===== src/hw/rtl/kmll_pkg.sv =====
// Shared constants and codes for the k-means refinement block.
`timescale 1ns / 1ps
package kmll_pkg;
   localparam int MAX_SAMPLES  = 256;
   localparam int MAX_DIMS     = 8;
   localparam int MAX_CLUSTERS = 8;
   localparam int COORD_BITS   = 16;

   localparam int SIDX_W  = 8;               // sample index
   localparam int DIDX_W  = 3;               // dimension index
   localparam int CIDX_W  = 3;               // cluster index
   localparam int SADDR_W = SIDX_W + DIDX_W;
   localparam int CADDR_W = CIDX_W + DIDX_W;
   localparam int LQ_W    = 12;              // sample load quotient
   localparam int CQ_W    = 7;               // centre load quotient
   localparam int SCNT_W  = 9;               // sample count / member count
   localparam int SUM_W   = 25;
   localparam int DIFF_W  = COORD_BITS + 1;
   localparam int SQ_W    = 32;
   localparam int DIST_W  = 35;
   localparam int COST_W  = 48;
   localparam int DIV_W   = 25;

   localparam logic [1:0] REQ_SAMPLE = 2'd0;
   localparam logic [1:0] REQ_CENTER = 2'd1;
   localparam logic [1:0] REQ_START  = 2'd2;

   localparam logic [1:0] CAUSE_CONV  = 2'd0;
   localparam logic [1:0] CAUSE_EMPTY = 2'd1;
   localparam logic [1:0] CAUSE_LIMIT = 2'd2;

   localparam logic [1:0] REG_CLUSTERS = 2'd0;
   localparam logic [1:0] REG_DIMS     = 2'd1;
   localparam logic [1:0] REG_LIMIT    = 2'd2;

   typedef logic [COORD_BITS-1:0] coord_type;
endpackage


===== src/hw/rtl/kmll_div.sv =====
// Restoring divider, one quotient bit a cycle, for the rounded centre means.
`timescale 1ns / 1ps
module kmll_div import kmll_pkg::*; (
   input  logic              clock,
   input  logic              reset,
   input  logic              start,
   input  logic [DIV_W-1:0]  dividend,
   input  logic [SCNT_W-1:0] divisor,
   output logic              done,
   output logic [DIV_W-1:0]  quotient
);
   logic              busy_ff, busy_in;
   logic              done_ff, done_in;
   logic [4:0]        cnt_ff, cnt_in;
   logic [SCNT_W-1:0] rem_ff, rem_in;
   logic [DIV_W-1:0]  quo_ff, quo_in;
   logic [SCNT_W:0]   trial;
   logic              ge;

   always_comb begin
      trial   = {rem_ff, quo_ff[DIV_W-1]};
      ge      = trial >= {1'b0, divisor};
      busy_in = busy_ff;
      done_in = 1'b0;
      cnt_in  = cnt_ff;
      rem_in  = rem_ff;
      quo_in  = quo_ff;
      if (start) begin
         busy_in = 1'b1;
         cnt_in  = '0;
         rem_in  = '0;
         quo_in  = dividend;
      end else if (busy_ff) begin
         rem_in = ge ? SCNT_W'(trial - {1'b0, divisor}) : trial[SCNT_W-1:0];
         quo_in = {quo_ff[DIV_W-2:0], ge};
         cnt_in = cnt_ff + 5'd1;
         if (cnt_ff == 5'(DIV_W - 1)) begin
            busy_in = 1'b0;
            done_in = 1'b1;
         end
      end
   end

   always_ff @(posedge clock) begin
      if (reset) begin
         busy_ff <= 1'b0;
         done_ff <= 1'b0;
      end else begin
         busy_ff <= busy_in;
         done_ff <= done_in;
      end
      cnt_ff <= cnt_in;
      rem_ff <= rem_in;
      quo_ff <= quo_in;
   end

   assign done     = done_ff;
   assign quotient = quo_ff;
endmodule


===== config.mk =====
export PLATFORM = sky130hd
export DESIGN_NAME = kmll_div
export DESIGN_NICKNAME = d
export VERILOG_FILES = /design/src/hw/rtl/kmll_pkg.sv /design/src/hw/rtl/kmll_div.sv
export SDC_FILE = /design/constraint.sdc
export NUM_CORES = 1
export LEC_CHECK = 0
export ABC_AREA = 1
export BUFFER_PORTS_ARGS = -buffer_cell sky130_fd_sc_hd__buf_4
export CAP_MARGIN = 10
export CORE_ASPECT_RATIO = 0.75
export CORE_UTILIZATION = 35
export CTS_CLUSTER_SIZE = 28
export DETAILED_ROUTE_END_ITERATION = 7
export GPL_ROUTABILITY_DRIVEN = 0
export GPL_TIMING_DRIVEN = 0
export SYNTH_ARGS = -nofsm -noshare
export SYNTH_HDL_FRONTEND = slang
export SYNTH_SLANG_ARGS = --single-unit

===== constraint.sdc =====
create_clock -name clock -period 1.7 [get_ports clock]
set_clock_uncertainty 0.1 [all_clocks]
set_input_delay 0.085 -clock clock [delete_from_list [all_inputs] [get_ports clock]]
set_output_delay 0.085 -clock clock [all_outputs]
set_load 0.005 [all_outputs]

==> metrics.md, run 1 <==
| Metric | Value |
|---|---|
| Outcome | finished, violations left |
| Failing checks | negative setup slack |
| FF-to-FF setup slack | -220 ps |
| Syn Inst Count | 290 |
| Setup TNS Final | -2040 ps |
| Yosys reg bits | 41 |
| Yosys top cell area share | 0.330 |
| Vias | 2137 |
| Starting Density | 0.361 |
| PwrDens | 712 nW/um^2 |
| Synth Cell Area | between 2000 and 2500 sq um |
| CTS buffer count | 5 |
| Die span in x | roughly 95 microns |
| RSZ-0062 raised after global routing | true |
| Primary FF master, synth | edfxtp_1 |
| Area taken by flip-flops and latches | ~1100 sq um |
| Most instantiated cells after synthesis | nand2_1, inv_1, edfxtp_1 |
| Worst-Skew Late Latency | 280 ps |
| Area added between synthesis and finish | 44.7% |
| CP Cell Sequence | inv_2, ha_4, inv_2, fa_2, nand2_2, nand2_2, nand3_2, nand2_2, nand2_4, buf_6, a31oi_1 |
| CTS tree | yes |
| Core area | 6290 sq um |
| Tot GR Track Use | 0.159 |
| Root cell of the clock tree | clkbuf_8 |
| Final worst setup slack | -217 ps |
| Peak VDD IR | between 0.0004 and 0.0005 V |
| WP buf/inv | 3 |
| Worst setup SP type | register |
| Num ports | 63 |
| Final WL | 5420 microns |
| Slew Limit Fails | 0 |
| Layout Nets | 442 |
| Post-layout minimum cycle time | 1920 ps |
| Initial DRT Pass Iterations | 5 |
| Slowest stage delay, CP | around 400 ps |
| Clk sink count | 41 |
| Final setup fails | 10 |
| 1st-iter DRT viols | ~110 |
| Max clock buf depth | 2 |
| Syn Area/Cell | 7.84 sq um |
| Design area | 3290 sq um |
| Register area share after synthesis | 0.471 |
| Crit Path Category | register to register |
| Period utilization | 1.13 |
| Area of the multi-input gates | about 1100 sq um |
| Worst-path clk slew | 70 ps |
| F_max | approximately 520 MHz |
| Max-cap violations | 0 |
| Via density | 4.50 |
| Async SR Flop Fraction | 0 |
| Hpwl dp | about 3800 microns |
| H-tree levels | 2 |
| Syn nets | 339 |
| LEAKAGE | about 0.0017 uW |
| Post-DR wirelength/cell | 11.4 microns |
| Layout cells sized above 1 | 0.259 |
| Type of element capturing the critical path | register |
| Vias in the first global route | about 1900 |
| Hold crit path type | input pin to register |
| Synth Warn # | 0 |
| Delay-heaviest family, CP | adder cells |
| Synth top area cells | edfxtp_1, nand2_1, dfxtp_1 |
| EDFF count, synth | 25 |
| Max-slew headroom | 0.673 |
| Filler cell count | 603 |
| Area leader, netlist | edfxtp_1 |
| Antenna Cells | 0 |
| Cell Rows | 25 |
| CP dominant cell by count | nand2_2 |
| Critical path fanouts, max | 5 |
| Worst-Margin Slew | 489 ps |
| Initial antenna violation count | 0 |
| Top-count cell post-synth | nand2_1 |
| DRC violations left | 0 |
| First-pass GRT wire length | 8420 microns |
| Slowest CP cell | edfxtp_1 |
| IO Port Bufs | 62 |
| Post-DP Area | around 2800 sq um |
| Critical Path RT | about 1600 ps |
| Hold Vio Cnt, Final | 0 |
| Distinct cell type count after synthesis | 30 |
| Final ANT Viol Nets | 0 |
| Remaining Overflow, GRT | 0 |
| Die Area | 6820 sq um |
| Largest net degree at the start of global routing | 27 |
| CP arrival | 1850 ps |
| Die H | 71.8 microns |
[power by group]
group | total, uW | leakage [uW] | switching [uW] | internal (uW)
Sequential | 1190 | 0.000387 | 43.5 | 1150
Clock | 644 | 0.0000486 | 322 | 322
Combinational | 509 | 0.00125 | 235 | 275
[timing repair]
| item | CTS | global route |
|---|---|---|
| resized for setup | 8 | 3 |
| setup endpoints to repair | 35 | 36 |
| hold endpoints to repair | 26 | 0 |
| hold buffers | 25 | 0 |
| cloned | 1 | 0 |
| setup buffers | 6 | 2 |
| pin swaps | 9 | 9 |
[cell usage in the layout (no fill, tap or decap), drive strengths merged, types with 3 or more instances in the layout]
master and instances:
clkinv 3, a21oi 7, nand3b 9, clkbuf 9
buf 76, dlygate4sd3 25, nor2 9, edfxtp 25
ha 11, nor3 4, dfxtp 16, nand3 18
nand2 137, inv 32
[path summary, 6_finish.rpt]
path	endpoint	cells after the start	start
max	quotient[0]	11	quotient[24]
min	cnt_ff[1]	4	start
max reg2reg	quotient[0]	11	quotient[24]
min reg2reg	rem_ff[5]	2	rem_ff[5]
[final cells by class]
type | count | share of cell area
Timing Repair Buffer | 96 | 0.239
Sequential cell | 41 | 0.326
Clock buffer | 6 | 0.0251
Multi-Input combinational cell | 208 | 0.324
Buffer | 8 | 0.0137
Tap cell | 81 | 0.0308
Clock inverter | 2 | 0.00266
Inverter | 33 | 0.0384
[sequential cells by signal (all words and copies together), names as in the netlist]
signal    count
rem_ff        9
done          1
cnt_ff        5
quotient     25
busy_ff       1
[worst register-to-register path, cell delays in order (launching register included)]
cell and delay [ps]:
edfxtp_1 400, inv_2 90, ha_4 120, inv_2 30
fa_2 340, nand2_2 70, nand2_2 60, nand3_2 90
nand2_2 80, nand2_4 90, buf_6 120, a31oi_1 60
[metal layers]
metal / part of all wire / wire, microns / vias to the layer above / GRT usage
li1: - / - / 1128 / -
met1: 0.51 / 2740 / 971 / 0.229
met2: 0.46 / 2470 / 34 / 0.243
met3: 0.030 / 165 / 4 / 0.0340
met4: 0.0081 / 44 / 0 / 0.0404
met5: 0 / 0 / - / 0
[metrics by stage]
step                      total power [uW]  instances  hold WS [ps]   util  setup WS (ps)
after floorplan                       1420        290          54.1      -           -154
after global placement                1630        433           151  0.452           -277
after detailed placement              1640        433           156  0.452           -295
after CTS                             2350        473          48.7  0.518           -258
after global routing                  2470        475          63.1  0.523           -326
final                                 2340        475          53.5  0.523           -217
[kinds of logic (layout without fill, tap and decap cells)]
family          count (synthesis)  count (layout)  share of synthesized area
compound gates                 11              11                     0.0253
simple gates                  182             182                      0.348
flops                          41              41                      0.471
xor+xnor                        3               3                     0.0116
buf+inv                        41             145                     0.0743
fa+ha+maj                      12              12                     0.0694
(Power assumes the default switching activity.)
==> run 2: changes to the inputs <==
CORE_UTILIZATION = 45   (was 35)
CTS_CLUSTER_DIAMETER = 50   (was default)
PLACE_DENSITY = 0.7   (was default)
clock period = 1.8 ns   (was 1.7 ns; I/O delays follow)
==> run 2 against run 1 <==
  * Routed wire length rose by 7.6%
  * Non-clock buffer count fell by 1
  * Clock power fell by 5.9%
  * The run ends with design-rule violations, negative setup slack left
  * Critical path type unchanged
  * Worst hold slack got worse by 38 ps
  * First-iteration DRC count rose by 11%
  * Sequential cell count did not move
==> metrics.md, run 2 (synthesized netlist as in run 1, its figures left out) <==
| Metric | Value |
|---|---|
| Antenna Cells | 0 (unchanged) |
| Critical Path RT | 1730 ps (+90 ps) |
| Max-slew headroom | 0.711 (+0.0376) |
| Slew Limit Fails | 0 (unchanged) |
| Layout Nets | 441 (-0.23%) |
| F_max | 515 MHz (-1.2%) |
| Initial DRT Pass Iterations | 6 (+1) |
| Post-layout minimum cycle time | 1940 ps (+22.6 ps) |
| Type of element capturing the critical path | register |
| Layout cells sized above 1 | 0.270 (+0.0108) |
| Crit Path Category | register to register |
| CTS tree | yes |
| Starting Density | 0.489 (+0.127) |
| Largest register FFs | 25 (unchanged) |
| DRC violations left | 8 (+8) |
| Via density | 4.86 (+8.0%) |
| 1st-iter DRT viols | 127 (+11%) |
| Area of the multi-input gates | 1090 sq um (+2.0%) |
| PwrDens | 681 nW/um^2 (-4.5%) |
| Commonest non-fill, non-tap cell in the layout | nand2_1 |
| Worst setup SP type | register |
| Met2 usage | 0.366 (+0.123) |
| H-tree levels | 2 (unchanged) |
| Worst-Margin Slew | 433 ps (-55.9 ps) |
| Hold Vio Cnt, Final | 0 (unchanged) |
| Reg-to-reg endpoint | quotient[0] |
| Hold path endpoint | quotient[1] |
| Filler cell count | 392 (-35%) |
| Critical path fanouts, max | 5 (unchanged) |
| Final worst setup slack | -140 ps (+77.4 ps) |
| Period utilization | 1.08 (-0.0501) |
| Met1 usage | 0.319 (+0.0904) |
| Die H | 63.5 microns (-11%) |
| Area added between synthesis and finish | 43.8% |
| Hold crit path type | input pin to register |
| Grt peak-use layer | met2 |
| Root cell of the clock tree | clkbuf_8 |
| Worst-path clk slew | 80 ps (about the same) |
| Cell Rows | 21 (-16%) |
| CP arrival | 1870 ps (+20 ps) |
| Clk sink count | 41 (unchanged) |
| CTS buffer count | 5 (unchanged) |
| Vias in the first global route | 1969 (+5.9%) |
| Die Area | 5340 sq um (-22%) |
| FF-to-FF setup slack | -140 ps (+80 ps) |
| Largest net degree at the start of global routing | 27 (unchanged) |
| RR Startpoint | quotient[24] |
| RSZ-0062 raised after global routing | true |
| Core area | 4650 sq um (-26%) |
| Worst-Skew Late Latency | 280 ps (about the same) |
| Hpwl dp | 4010 microns (+5.1%) |
| Area taken by flip-flops and latches | 1070 sq um (unchanged) |
| Post-DR wirelength/cell | 13.0 microns (+14%) |
| Max clock buf depth | 2 (unchanged) |
| Num ports | 63 (unchanged) |
| LEAKAGE | 0.00169 uW (about the same) |
| Initial antenna violation count | 0 (unchanged) |
| Tot GR Track Use | 0.228 (+0.0688) |
| Final ANT Viol Nets | 0 (unchanged) |
| Overall power | 2220 uW (-5.0%) |
| Hold path start | dividend[1] |
| First-pass GRT wire length | 9520 microns (+13%) |
| Final WL | 5830 microns (+7.6%) |
| Grt met3 use | 0.0446 (+0.0106) |
| Crit path from | quotient[24] |
| Remaining Overflow, GRT | 0 (unchanged) |
| Die span in x | 84.1 microns (-12%) |
| Outcome | finished, violations left |
| Failing checks | design-rule violations, negative setup slack |
| Final setup fails | 10 (unchanged) |
| Max-cap violations | 0 (unchanged) |
| Vias | 2187 (+2.3%) |
| Peak VDD IR | 0.000689 V (+67%) |
| Worst r2r path cells | 11 (unchanged) |
| Hold path cells | 3 (-1) |
| Worst hold-check slack | 15.9 ps (-37.6 ps) |
| Most frequent cells in the layout | nand2_1, buf_4, inv_1, edfxtp_1, dlygate4sd3_1 |
| IO Port Bufs | 62 (unchanged) |
-- run 2: worst max-delay path by stage --
stage | end | slack, ps | depth (start not counted)
floorplan | quotient[0] | -50 | 11
global placement | rem_ff[5] | -170 | 13
detailed placement | quotient[0] | -200 | 11
CTS | quotient[0] | -180 | 11
global route | rem_ff[1] | -240 | 13
finish | quotient[0] | -140 | 11
-- run 2: routing by layer --
metal / share of wire / up-vias
li1: - / 1131
met1: 0.48 / 988
met4: 0.010 / 0
met3: 0.047 / 4
met2: 0.46 / 64
met5: 0 / -
-- run 2: layout make-up --
cell class | instances | share of cell area
sequential | 41 | 0.328
tap | 57 | 0.0218
clock inverter | 2 | 0.00268
timing repair buffer | 95 | 0.238
buffer | 8 | 0.0138
multi-input combinational | 208 | 0.332
clock buffer | 6 | 0.0253
inverter | 33 | 0.0387
-- run 2: timing repair --
item,4_1_cts,5_1_grt
cloned,1,0
hold endpoints to repair,24,1
hold buffers,23,1
setup buffers,4,4
resized for setup,11,6
pin swaps,12,5
endpoints found under the setup margin,10,36
-- run 2: worst max-delay path, cell delays in order, from the launching register on --
cell and delay, ps:
edfxtp_1 410, inv_2 100, ha_4 120, inv_2 30
fa_2 340, nand2_2 70, nand2_2 60, nand3_2 80
nand2_2 80, nand2_4 100, buf_6 120, a31oi_1 70
-- run 2: per-stage QoR --
stage                     utilization  worst slack, ps  instance area, sq um  std cells  setup TNS [ps]
after floorplan                     -            -53.7                  2270        290            -293
after CTS                       0.690             -180                  3210        445           -1540
after global placement          0.605             -172                  2810        409           -1520
after global routing            0.703             -236                  3270        450           -2100
final                           0.703             -140                  3270        450           -1180
after detailed placement        0.605             -200                  2810        409           -1790
-- run 2: report_power, final --
group | total (uW) | internal, uW | leakage, uW | switching [uW]
Combinational | 494 | 260 | 0.00125 | 234
Sequential | 1120 | 1080 | 0.000387 | 42.2
Clock | 606 | 304 | 0.0000486 | 302
